--- config.mk ---
export PLATFORM = sky130hd
export DESIGN_NAME = primed_moving_average
export DESIGN_NICKNAME = d
export VERILOG_FILES = /design/src/hw/rtl/pma_pkg.sv /design/src/hw/rtl/pma_cell.sv /design/src/hw/rtl/pma_div.sv /design/src/hw/rtl/primed_moving_average.sv
export SDC_FILE = /design/constraint.sdc
export NUM_CORES = 1
export LEC_CHECK = 0
export ABC_AREA = 1
export BUFFER_PORTS_ARGS = -buffer_cell sky130_fd_sc_hd__buf_4
export CAP_MARGIN = 20
export CORE_MARGIN = 2
export CORE_UTILIZATION = 55
export CTS_BUF_LIST = sky130_fd_sc_hd__clkbuf_2 sky130_fd_sc_hd__clkbuf_4 sky130_fd_sc_hd__clkbuf_8
export CTS_CLUSTER_DIAMETER = 40
export DETAILED_ROUTE_END_ITERATION = 8
export GPL_TIMING_DRIVEN = 1
export PLACE_DENSITY = 0.82
export SYNTH_ARGS = -nofsm -noshare
export SYNTH_HDL_FRONTEND = slang
export SYNTH_SLANG_ARGS = --single-unit
export TNS_END_PERCENT = 5
--- constraint.sdc ---
create_clock -name aclk -period 3.94 [get_ports aclk]
set_input_delay 0.197 -clock aclk [delete_from_list [all_inputs] [get_ports aclk]]
set_output_delay 0.197 -clock aclk [all_outputs]
set_load 0.02 [all_outputs]
--- src/hw/rtl/pma_pkg.sv ---
`default_nettype none

package pma_pkg;

    localparam int SAMPLE_W = 16;

    // Control that every window cell sees in the same cycle.
    typedef struct packed {
        logic shift;   // a beat was accepted: every cell loads
        logic prime;   // first beat after reset: every cell loads the sample
    } cell_ctl_t;

endpackage

`default_nettype wire

--- src/hw/rtl/pma_cell.sv ---
`default_nettype none

module pma_cell (
    input  wire                               aclk,
    input  wire  pma_pkg::cell_ctl_t          ctl,
    input  wire  [pma_pkg::SAMPLE_W-1:0]      sample,
    input  wire  [pma_pkg::SAMPLE_W-1:0]      din_left,
    output logic [pma_pkg::SAMPLE_W-1:0]      dout
);

    logic [pma_pkg::SAMPLE_W-1:0] data_reg;
    logic [pma_pkg::SAMPLE_W-1:0] data_next;

    // Priming fills the whole row with the sample; otherwise the row shifts.
    assign data_next = ctl.prime ? sample : din_left;

    always_ff @(posedge aclk) begin
        if (ctl.shift) begin
            data_reg <= data_next;
        end
    end

    assign dout = data_reg;

endmodule

`default_nettype wire

--- src/hw/rtl/pma_div.sv ---
`default_nettype none

// Signed division by a constant, truncating toward zero: magnitude times a
// rounded-up reciprocal, then a shift and the sign restored.
module pma_div #(
    parameter int WINDOW_LENGTH = 8,
    parameter int SUM_W         = 19
) (
    input  wire                               aclk,
    input  wire                               aresetn,
    input  wire                               in_valid,
    output logic                              in_ready,
    input  wire  signed [SUM_W-1:0]           in_sum,
    output logic                              out_valid,
    input  wire                               out_ready,
    output logic [pma_pkg::SAMPLE_W-1:0]      out_data
);

    localparam int SHIFT   = SUM_W + $clog2(WINDOW_LENGTH);
    localparam int RECIP_W = SUM_W + 1;
    localparam int PROD_W  = SUM_W + RECIP_W;
    localparam int QUOT_W  = PROD_W - SHIFT;
    localparam longint unsigned RECIP_L =
        ((64'd1 << SHIFT) + 64'(WINDOW_LENGTH) - 64'd1) / 64'(WINDOW_LENGTH);
    localparam logic [RECIP_W-1:0] RECIP = RECIP_L[RECIP_W-1:0];

    logic              prod_valid_reg;
    logic [PROD_W-1:0] prod_reg;
    logic              neg_reg;
    logic              out_valid_reg;
    logic [pma_pkg::SAMPLE_W-1:0] out_data_reg;

    logic              out_stage_ready;
    logic              prod_ready;
    logic [SUM_W-1:0]  mag;
    logic [QUOT_W-1:0] quot;
    logic [QUOT_W-1:0] quot_signed;

    assign out_stage_ready = !out_valid_reg || out_ready;
    assign prod_ready      = !prod_valid_reg || out_stage_ready;
    assign in_ready        = prod_ready;

    assign mag  = in_sum[SUM_W-1] ? SUM_W'(-in_sum) : SUM_W'(in_sum);
    assign quot = QUOT_W'(prod_reg >> SHIFT);
    assign quot_signed = neg_reg ? QUOT_W'(-quot) : quot;

    always_ff @(posedge aclk) begin
        if (!aresetn) begin
            prod_valid_reg <= 1'b0;
            out_valid_reg  <= 1'b0;
        end else begin
            if (prod_ready) begin
                prod_valid_reg <= in_valid;
            end
            if (out_stage_ready) begin
                out_valid_reg <= prod_valid_reg;
            end
        end
    end

    always_ff @(posedge aclk) begin
        if (in_valid && prod_ready) begin
            prod_reg <= PROD_W'(mag) * PROD_W'(RECIP);
            neg_reg  <= in_sum[SUM_W-1];
        end
        if (prod_valid_reg && out_stage_ready) begin
            out_data_reg <= quot_signed[pma_pkg::SAMPLE_W-1:0];
        end
    end

    assign out_valid = out_valid_reg;
    assign out_data  = out_data_reg;

endmodule

`default_nettype wire

--- src/hw/rtl/primed_moving_average.sv ---
`default_nettype none

// Channel  | Direction | tdata fields (low bit up)     | tuser / tlast
// ---------+-----------+-------------------------------+--------------
// s_       | in        | sample  [15:0] signed         | none
// m_       | out       | average [15:0] signed         | none
//
// One sample beat is taken per cycle while s_tready is high; the running-sum add and
// subtract sets that rate. Each beat gives one average beat, registered first in the window
// row and running sum, then in the reciprocal multiplier and last in the output register.
// Reset is synchronous on aresetn low and clears the primed flag, the running sum and every
// valid bit, so the next beat primes the window again. A stall on m_tready backs up stage by
// stage, and up to three beats may be in flight.

module primed_moving_average #(
    parameter int WINDOW_LENGTH = 8
) (
    input  wire         aclk,
    input  wire         aresetn,
    input  wire         s_tvalid,
    output logic        s_tready,
    input  wire  [15:0] s_tdata,   // [15:0] sample
    output logic        m_tvalid,
    input  wire         m_tready,
    output logic [15:0] m_tdata    // [15:0] average
);

    // The sum of the window needs log2 of its length, rounded up, beyond the sample width.
    localparam int SUM_W = pma_pkg::SAMPLE_W + $clog2(WINDOW_LENGTH);
    localparam logic signed [SUM_W-1:0] WIN_S = SUM_W'(WINDOW_LENGTH);

    logic                        primed_reg;
    logic                        sum_valid_reg;
    logic signed [SUM_W-1:0]     sum_reg;
    logic signed [SUM_W-1:0]     sum_next;

    logic                        accept;
    logic                        div_ready;
    logic signed [SUM_W-1:0]     sample_ext;
    logic signed [SUM_W-1:0]     oldest_ext;
    pma_pkg::cell_ctl_t          ctl;
    logic [pma_pkg::SAMPLE_W-1:0] cell_q [WINDOW_LENGTH];

    assign accept     = s_tvalid && s_tready;
    assign s_tready   = !sum_valid_reg || div_ready;

    assign ctl.shift  = accept;
    assign ctl.prime  = accept && !primed_reg;

    // The window is a shift row: the newest sample enters the first cell and
    // the last cell always holds the oldest sample, the one that drops out.
    for (genvar k = 0; k < WINDOW_LENGTH; k++) begin : g_cell
        if (k == 0) begin : g_first
            pma_cell u_cell (
                .aclk     (aclk),
                .ctl      (ctl),
                .sample   (s_tdata),
                .din_left (s_tdata),
                .dout     (cell_q[k])
            );
        end else begin : g_next
            pma_cell u_cell (
                .aclk     (aclk),
                .ctl      (ctl),
                .sample   (s_tdata),
                .din_left (cell_q[k-1]),
                .dout     (cell_q[k])
            );
        end
    end

    assign sample_ext = SUM_W'(signed'(s_tdata));
    assign oldest_ext = SUM_W'(signed'(cell_q[WINDOW_LENGTH-1]));

    // The first sample counts once for every entry of the window; after that
    // the sum swaps the oldest sample for the new one.
    always_comb begin
        if (!primed_reg) begin
            sum_next = sample_ext * WIN_S;
        end else begin
            sum_next = sum_reg - oldest_ext + sample_ext;
        end
    end

    always_ff @(posedge aclk) begin
        if (!aresetn) begin
            primed_reg    <= 1'b0;
            sum_valid_reg <= 1'b0;
            sum_reg       <= '0;
        end else begin
            if (accept) begin
                primed_reg <= 1'b1;
                sum_reg    <= sum_next;
            end
            if (s_tready) begin
                sum_valid_reg <= s_tvalid;
            end
        end
    end

    pma_div #(
        .WINDOW_LENGTH (WINDOW_LENGTH),
        .SUM_W         (SUM_W)
    ) u_div (
        .aclk      (aclk),
        .aresetn   (aresetn),
        .in_valid  (sum_valid_reg),
        .in_ready  (div_ready),
        .in_sum    (sum_reg),
        .out_valid (m_tvalid),
        .out_ready (m_tready),
        .out_data  (m_tdata)
    );

endmodule

`default_nettype wire

==> results of run 1 <==
[cell usage in the layout (no fill, tap or decap), types with 4 or more instances in the layout]
cell | synthesis | final
nand4_1 | 5 | 5
xor2_1 | 30 | 30
nand2_4 | 10 | 10
clkbuf_8 | 0 | 17
nand2_1 | 240 | 240
buf_4 | 0 | 42
a21oi_1 | 40 | 40
nor2_1 | 32 | 32
nand3_1 | 34 | 34
inv_1 | 129 | 129
edfxtp_1 | 161 | 161
ha_1 | 21 | 21
o21ai_0 | 127 | 127
dfxtp_1 | 23 | 22
o21ai_2 | 5 | 5
fa_1 | 18 | 18
xnor2_1 | 4 | 4
dlygate4sd3_1 | 0 | 16
nor3_1 | 6 | 6
nand3b_1 | 5 | 5
[worst reg2reg max path: cells and delay by family, from the launching register on]
family / cells / cell delay, ns
buffers and inverters: 2 / 0.20
adder cells (fa/ha/maj): 2 / 0.87
AND/OR/NAND/NOR: 7 / 0.92
flip-flops: 1 / 0.41
AO/OA/AOI/OAI: 1 / 0.14
[worst max-delay path by stage]
| stage | startpoint | end | depth (start not counted) |
|---|---|---|---|
| CTS | sum_reg[8]$_SDFFE_PN0P_ | sum_reg[9]$_SDFFE_PN0P_ | 11 |
| global placement | sum_reg[8]$_SDFFE_PN0P_ | sum_reg[13]$_SDFFE_PN0P_ | 13 |
| detailed placement | sum_reg[8]$_SDFFE_PN0P_ | sum_reg[9]$_SDFFE_PN0P_ | 11 |
| floorplan | u_div.out_valid$_SDFFE_PN0P_ | sum_reg[6]$_SDFFE_PN0P_ | 9 |
| finish | sum_reg[8]$_SDFFE_PN0P_ | sum_reg[13]$_SDFFE_PN0P_ | 12 |
| global route | sum_reg[8]$_SDFFE_PN0P_ | sum_reg[13]$_SDFFE_PN0P_ | 13 |
[per-layer routing]
metal | wire, um | GRT usage, % | part of all wire, %
met1 | 7784 | 27.54 | 45
met2 | 8343 | 31.95 | 49
met3 | 793 | 4.204 | 4.6
met4 | 268 | 6.491 | 1.6
met5 | 0 | 0 | 0
[cell families (layout without fill, tap and decap cells)]
kind of cell | after synthesis | in the layout | synth area share (%)
AND/OR/NAND/NOR | 350 | 350 | 16.82
AO/OA/AOI/OAI | 178 | 178 | 9.726
flip-flops | 184 | 184 | 56.23
XOR/XNOR | 34 | 34 | 3.162
buffers and inverters | 166 | 225 | 7.441
adder cells (fa/ha/maj) | 39 | 39 | 6.617
[timing repair]
action	CTS	global route
hold buffers	16	0
hold endpoints to repair	16	0
endpoints found under the setup margin	0	0
[final cells by class]
type / instances / share of cell area (%)
sequential: 184 / 51.21
multi-input combinational: 601 / 33.08
inverter: 134 / 4.912
timing repair buffer: 59 / 4.791
tap: 220 / 2.662
clock buffer: 19 / 2.407
clock inverter: 13 / 0.9436
[power by group through the flow]
stage	combinational (mW)	sequential (mW)	clock, mW
2_1_floorplan	0.808	2.42	0
3_3_place_gp	1.01	2.42	0
3_5_place_dp	1.04	2.42	0
4_1_cts	1.06	2.38	1.15
5_1_grt	1.21	2.40	1.22
6_report	1.06	2.38	1.13
[per-stage QoR]
step / setup WS, ns / total power, mW / cells / util (%)
detailed placement: 1.369 / 3.463 / 1182 / 59.10
global placement: 1.333 / 3.431 / 1182 / 59.10
finish: 1.344 / 4.569 / 1230 / 62.15
CTS: 1.364 / 4.585 / 1230 / 62.15
global route: 1.209 / 4.825 / 1230 / 62.15
floorplan: 0.9382 / 3.224 / 951 / -
==> flow_summary.ini, run 1 <==
[synth]
synth.avg_cell_area_um2 = 9.902
synth_area_leaders = edfxtp_1 51%, nand2_1 9.6%, o21ai_0 6.7%, inv_1 5.1%, dfxtp_1 4.9%
yosys-top-cells-count = 240 x nand2_1, 161 x edfxtp_1, 129 x inv_1
yosysMostFrequentCell = nand2_1
ys.flop_type = edfxtp_1
syn_nets = 1010
async_flop_share_pct = 0
synth_cells = 951
post-synth-top-area-cell = edfxtp_1
synth_seq_cells = 184
yosysSeqAreaShare_pct = 56.23
netlist_area_um2 = 9417
synth_edf_count = 161
synth_top_area_share_pct = 51.34
synth_cell_type_count = 39
yosysWarnings = 0

[timing]
fin_setup_tns_ns = 0
finClkSkew_ns = 0.007824
worst_slew_pin_slew_ns = 0.9033
setup_violations = 0
post-route-period-util_pct = 65.89
hold_violations = 0
min_period_ns = 2.596
rsz0062_at_grt = false
drv_slew = 0
holdWs_ns = 0.04502
fmax_mhz = 385.2
relSlewSlack_pct = 39.78

[worst_hold_path]
hold-path-endpoint = u_div.out_valid$_SDFFE_PN0P_
min-delay-start = m_tready
hold_class = in2reg
hold_depth = 4

[cts]
cts_setup_buffers = 0
cts-htree-levels = 4
clock_path_buffers = 2
clkTransAtPathRegs_ns = 0.09
clock_sinks = 184
tritoncts = done
clk_latency_ns = 0.47
cts_root_buffer = clkbuf_8
cts_resized = 0
cts_buffers = 17

[critical_path]
ff2ff_setup_slack_ns = 1.34
slowest_stage = fa_1
cp.arrival_ns = 2.98
ff2ff_path_depth = 12
timing.rr.start = sum_reg[8]$_SDFFE_PN0P_
crit_family = simple AND/OR/NAND/NOR gates
rr_endpoint = sum_reg[13]$_SDFFE_PN0P_
path_class = reg2reg
crit_chain = inv_1 > fa_1 > inv_1 > ha_1 > nand2_1 > nor2_1 > nand3_1 > nand3_1 > nand2_1 > nand3_1 > nand3_2 > a21oi_1
cp-end-kind = register
critPathMaxStageDelay_ns = 0.52
cp.required_ns = 4.33
path_buf_inv = 2
setup.worst_path.start_class = register
cp_max_fo = 4
path_common_cell = nand3_1

[pwr]
internal_power_mw = 3.151
p_leak_nw = 4.579
power_frac_seq_pct = 52.1
clkPwrFrac_pct = 24.7
power_density_nw_per_um2 = 441.8
power_switching_mw = 1.419
vdd_drop_max_mv = 0.3043
pwr-share-comb_pct = 23.2
swShare_pct = 31.05

[drt]
drt_wl_total_mm = 17.19
avgRoutedWirePerCell_um = 13.97
via_per_inst = 5.187
initialDrtViolationCount = 356
route.detailed.drc = 0
first_pass_iters = 5
vias = 6380
final_antenna_net_count = 0

[placed_design]
post_dp_cell_area_um2 = 9836
hpwl_mm = 11.69
place_congestion = 0.9231
port_buffers = 37

[grt]
antenna_found_initial = 0
grt_pass1_wl_mm = 28.62
grtUsageTotal_pct = 19.98
grt_max_degree = 90
grt_pass1_vias = 6024
grt_overflow = 0

[layout]
fillers = 1338
final_area_um2 = 10340
multi_input_area_um2 = 3421
antennaDiodeCount = 0
final_layout_size_suffix_gt1_share_pct = 10.99
largest_reg_flops = 112
syn_to_final_growth_pct = 9.832
final-seq-area_um2 = 5296
fin_nets = 1056

[floorplanning]
num_io_pins = 38
die_w_um = 134.8
initial_core_util_pct = 56.58
fp-row-count = 47
die_y_um = 134.8
core_region_area_um2 = 16640
dieArea_um2 = 18180

[job]
max-cap-violations = 0

[run_status]
status = complete, no violations
No activity file was read; power rests on OpenSTA's default activity.
==> inputs of run 2 (changes only) <==
==> constraint.sdc (replaced) <==
create_clock -name aclk -period 2.4 [get_ports aclk]
set_input_delay 0.12 -clock aclk [delete_from_list [all_inputs] [get_ports aclk]]
set_output_delay 0.12 -clock aclk [all_outputs]
set_load 0.02 [all_outputs]
==> flow_summary.ini, run 2 (synthesized netlist as in run 1, its figures left out) <==
[drt]
final_antenna_net_count = 0
vias = 6676
route.detailed.drc = 0
highest_layer = met4
met1_length_mm = 8.041
met3WireLength_mm = 1.066
wl_met2_mm = 8.852
first_pass_iters = 5
via_per_inst = 5.320
drt_wl_total_mm = 18.37
avgRoutedWirePerCell_um = 14.64
initialDrtViolationCount = 443

[pwr]
pwr-share-comb_pct = 25.8
power_density_nw_per_um2 = 744.8
power_frac_seq_pct = 48.2
power_switching_mw = 2.453
swShare_pct = 30.33
vdd_drop_max_mv = 0.5741
p_leak_nw = 4.741
clkPwrFrac_pct = 26.1
internal_power_mw = 5.635

[timing]
worst_slew_pin_slew_ns = 0.9343
holdWs_ns = 0.1357
setup_slack_ns = 0.07335
finClkSkew_ns = 0.01082
post-route-period-util_pct = 96.94
setup_violations = 0
drv_slew = 0
hold_violations = 0
rsz0062_at_grt = true
fmax_mhz = 429.8
relSlewSlack_pct = 37.64
min_period_ns = 2.327

[critical_path]
cp.arrival_ns = 2.64
setup.worst_path.start_class = register
cp.required_ns = 2.72
path_class = reg2reg
cp-end-kind = register
cp_max_fo = 4

[cts]
clock_path_buffers = 2
cts-htree-levels = 4
clk_latency_ns = 0.46
clock_sinks = 184
cts_buffers = 17
clkTransAtPathRegs_ns = 0.09
tritoncts = done
cts_root_buffer = clkbuf_8

[layout]
final_layout_size_suffix_gt1_share_pct = 17.60
mostFrequentLayoutCells = 234 x nand2_1, 161 x edfxtp_1, 129 x inv_1
largest_reg_flops = 112
final_core_util_pct = 65.26
syn_to_final_growth_pct = 15.33
fin_nets = 1080
final_area_um2 = 10860
final_common_cell = nand2_1

[worst_hold_path]
hold_class = in2reg

[floorplanning]
fp-row-count = 47
core_region_area_um2 = 16640
die_y_um = 134.8
dieArea_um2 = 18180
initial_core_util_pct = 56.58
die_w_um = 134.8
num_io_pins = 38

[grt]
grtUsageTotal_pct = 21.03
grt_max_degree = 113
grt_pass1_wl_mm = 29.93
antenna_found_initial = 0
grt_overflow = 0
grt_pass1_vias = 6413

[placed_design]
hpwl_mm = 12.17
dp_slack_ns = -0.05461
port_buffers = 37
post_dp_cell_area_um2 = 10040
place_congestion = 0.9183

[run_status]
status = complete, no violations

[job]
max-cap-violations = 0
## run 2: cell count changes in the layout (fill, tap and decap cells not counted), sizes merged
cell | previous run | this run
inv | 138 | 135
diode | 0 | 1
clkinvlp | 2 | 4
buf | 43 | 66
bufinv | 0 | 2
dlygate4sd3 | 16 | 17
clkbuf | 19 | 22
clkinv | 7 | 3
## run 2: what timing repair did
action / in CTS / in global routing
pin swaps: 1 / 4
hold buffers: 17 / 0
hold endpoints to repair: 22 / 0
resized for setup: 5 / 44
gates cloned: 0 / 0
setup buffers: 0 / 1
setup endpoints to repair: 6 / 13
## run 2: power groups by stage
stage                     registers, mW  logic [mW]  clock network [mW]
final                              3.90        2.08                2.11
after CTS                          3.89        1.86                2.15
after global routing               3.92        2.35                2.27
after floorplan                    3.96        1.33                   0
after global placement             3.95        1.78                   0
after detailed placement           3.97        1.82                   0
## run 2: metrics by stage
| stage | cells | power [mW] | TNS, ns |
|---|---|---|---|
| 5_1_grt | 1254 | 8.534 | -0.1021 |
| 3_5_place_dp | 1204 | 5.784 | -0.1480 |
| 2_1_floorplan | 951 | 5.290 | 0 |
| 6_report | 1255 | 8.088 | 0 |
| 3_3_place_gp | 1204 | 5.731 | -0.04013 |
| 4_1_cts | 1253 | 7.905 | -0.00008749 |
## run 2: area by class of cell
cell class / count / area (um2)
Timing Repair Buffer: 83 / 715.7
Fill cell: 1235 / 5782
Clock inverter: 10 / 121.4
Inverter: 134 / 508.0
Sequential cell: 184 / 5305
Tap cell: 220 / 275.3
Multi-Input combinational cell: 601 / 3649
Clock buffer: 22 / 284.0
Antenna cell: 1 / 2.502
## run 2: worst max-delay path, stage by stage, from the launching register on
cell and delay [ns]:
dfxtp_1 0.34, inv_1 0.07, fa_1 0.50, inv_1 0.04, ha_2 0.31, nand2_1 0.11, inv_1 0.08, a21oi_2 0.17
nand3_2 0.13, or2_2 0.30, nand3_1 0.07, a21oi_1 0.06
## run 2: routing by layer
metal | up-vias | track usage, %
met2 | 221 | 34.07
met5 | - | 0
met3 | 32 | 3.453
met4 | 0 | 8.421
li1 | 3283 | -
met1 | 3140 | 28.59
## run 2: final timing paths
kind	startpoint	to	slack [ns]	cells after the start
worst max-delay path	sum_reg[8]$_SDFFE_PN0P_	sum_reg[10]$_SDFFE_PN0P_	0.07	11
worst min-delay path	s_tvalid	primed_reg$_SDFFE_PN0P_	0.14	3
worst max register to register	sum_reg[8]$_SDFFE_PN0P_	sum_reg[10]$_SDFFE_PN0P_	0.07	11
worst min register to register	u_div.prod_reg[22]$_DFFE_PP_	u_div.out_data[0]$_DFFE_PP_	0.49	0
==> inputs of run 3 (changes only) <==
==> constraint.sdc (replaced) <==
create_clock -name aclk -period 2.75 [get_ports aclk]
set_input_delay 0.1375 -clock aclk [delete_from_list [all_inputs] [get_ports aclk]]
set_output_delay 0.1375 -clock aclk [all_outputs]
set_load 0.02 [all_outputs]
==> flow_summary.ini, run 3 (synthesized netlist as in run 1, its figures left out) <==
[layout]
fin_nets = 1059
largest_reg_flops = 112
final_common_cell = nand2_1
final_area_um2 = 10420
mostFrequentLayoutCells = 240 x nand2_1, 161 x edfxtp_1, 129 x inv_1
antennaDiodeCount = 0
fillers = 1312
syn_to_final_growth_pct = 10.66
final_layout_size_suffix_gt1_share_pct = 11.55
instances_no_fill = 1233

[grt]
antenna_found_initial = 0
grt_pass1_wl_mm = 29.31
grt_overflow = 0
grt_max_degree = 94
grt_pass1_vias = 6108
grtUsageTotal_pct = 20.58

[cts]
clock_sinks = 184
clk_latency_ns = 0.48
clock_path_buffers = 2
cts-htree-levels = 4
cts_setup_buffers = 0
tritoncts = done
cts_root_buffer = clkbuf_8
clkTransAtPathRegs_ns = 0.10
cts_buffers = 17

[placed_design]
dp_cells = 1184
port_buffers = 37
post_dp_cell_area_um2 = 9863
hpwl_mm = 11.96
dp_slack_ns = 0.09042
place_congestion = 0.8747

[drt]
avgRoutedWirePerCell_um = 14.27
first_pass_iters = 5
final_antenna_net_count = 0
initialDrtViolationCount = 406
vias = 6505
via_per_inst = 5.276
drt_wl_total_mm = 17.60
route.detailed.drc = 0

[worst_hold_path]
hold_class = in2reg

[timing]
fmax_mhz = 386.5
post-route-period-util_pct = 94.07
min_period_ns = 2.587
setup_violations = 0
setup_slack_ns = 0.1630
worst_slew_pin_slew_ns = 0.9186
hold_violations = 0
finClkSkew_ns = 0.01148
rsz0062_at_grt = false
drv_slew = 0
fin_setup_tns_ns = 0
relSlewSlack_pct = 38.69

[critical_path]
cp_max_fo = 4
cp-end-kind = register
crit_family = simple AND/OR/NAND/NOR gates
cp.required_ns = 3.07
path_common_cell = nand2_1
critPathMaxStageDelay_ns = 0.53
crit_chain = inv_1 > fa_1 > inv_1 > ha_1 > nand2_1 > nor2_1 > nand3_1 > nand3_1 > nand2_1 > nand2_1 > nand2_1 > nand3_1 > a21oi_2
path_class = reg2reg
setup.worst_path.start_class = register
slowest_stage = fa_1
path_buf_inv = 2
cp.arrival_ns = 2.91

[floorplanning]
dieArea_um2 = 18180
num_io_pins = 38
fp-row-count = 47
core_region_area_um2 = 16640
die_w_um = 134.8
die_y_um = 134.8
initial_core_util_pct = 56.58

[job]
max-cap-violations = 0

[run_status]
status = complete, no violations

[pwr]
power_density_nw_per_um2 = 644.3
vdd_drop_max_mv = 0.3583
p_leak_nw = 4.615
[run 3: path summary, 6_finish.rpt]
check	from	to	cells after the start	slack, ns
setup reg to reg	sum_reg[8]$_SDFFE_PN0P_	sum_reg[14]$_SDFFE_PN0P_	13	0.16
hold reg to reg	u_div.prod_reg[22]$_DFFE_PP_	u_div.out_data[0]$_DFFE_PP_	0	0.46
setup / recovery	sum_reg[8]$_SDFFE_PN0P_	sum_reg[14]$_SDFFE_PN0P_	13	0.16
hold / removal	s_tvalid	sum_valid_reg$_SDFFE_PN0N_	3	0.12
[run 3: report_power, final]
| part | internal [mW] | switching [mW] |
|---|---|---|
| combinational | 0.550 | 0.982 |
| clock | 0.774 | 0.983 |
| sequential | 3.32 | 0.104 |
| total | 4.64 | 2.07 |
[run 3: metrics by stage]
step           hold slack [ns]  total power, mW  util, %
2_1_floorplan           0.2364            4.616        -
3_3_place_gp            0.3452            4.944    59.27
3_5_place_dp            0.3475            4.984    59.27
4_1_cts                 0.1078            6.748    62.57
5_1_grt                 0.1367            7.103    62.61
6_report                0.1234            6.713    62.61
[run 3: routing by layer]
| layer | global-route usage (%) | vias up | wire, um |
|---|---|---|---|
| met5 | 0 | - | 0 |
| met4 | 7.602 | 0 | 296 |
| met3 | 3.303 | 24 | 979 |
| met2 | 32.94 | 182 | 8437 |
| met1 | 28.62 | 3060 | 7888 |
| li1 | - | 3239 | - |
[run 3: worst reg2reg max path, cell delays in order (launching register included)]
cell,delay (ns)
dfxtp_2,0.38
inv_1,0.13
fa_1,0.53
inv_1,0.05
ha_1,0.35
nand2_1,0.10
nor2_1,0.18
nand3_1,0.15
nand3_1,0.18
nand2_1,0.12
nand2_1,0.09
nand2_1,0.05
nand3_1,0.08
a21oi_2,0.05
[run 3: what timing repair did]
item | in CTS | in global routing
hold endpoints to repair | 20 | 0
setup endpoints to repair | 0 | 5
hold buffers | 17 | 0
resized for setup | 0 | 3
[run 3: layout make-up]
class                           instances  area (um2)  area share, %
Clock buffer                           21       264.0          2.534
Clock inverter                         11       115.1          1.105
Timing Repair Buffer                   62       533.0          5.115
Sequential cell                       184        5299          50.85
Inverter                              134       508.0          4.875
Tap cell                              220       275.3          2.642
Multi-Input combinational cell        601        3426          32.88
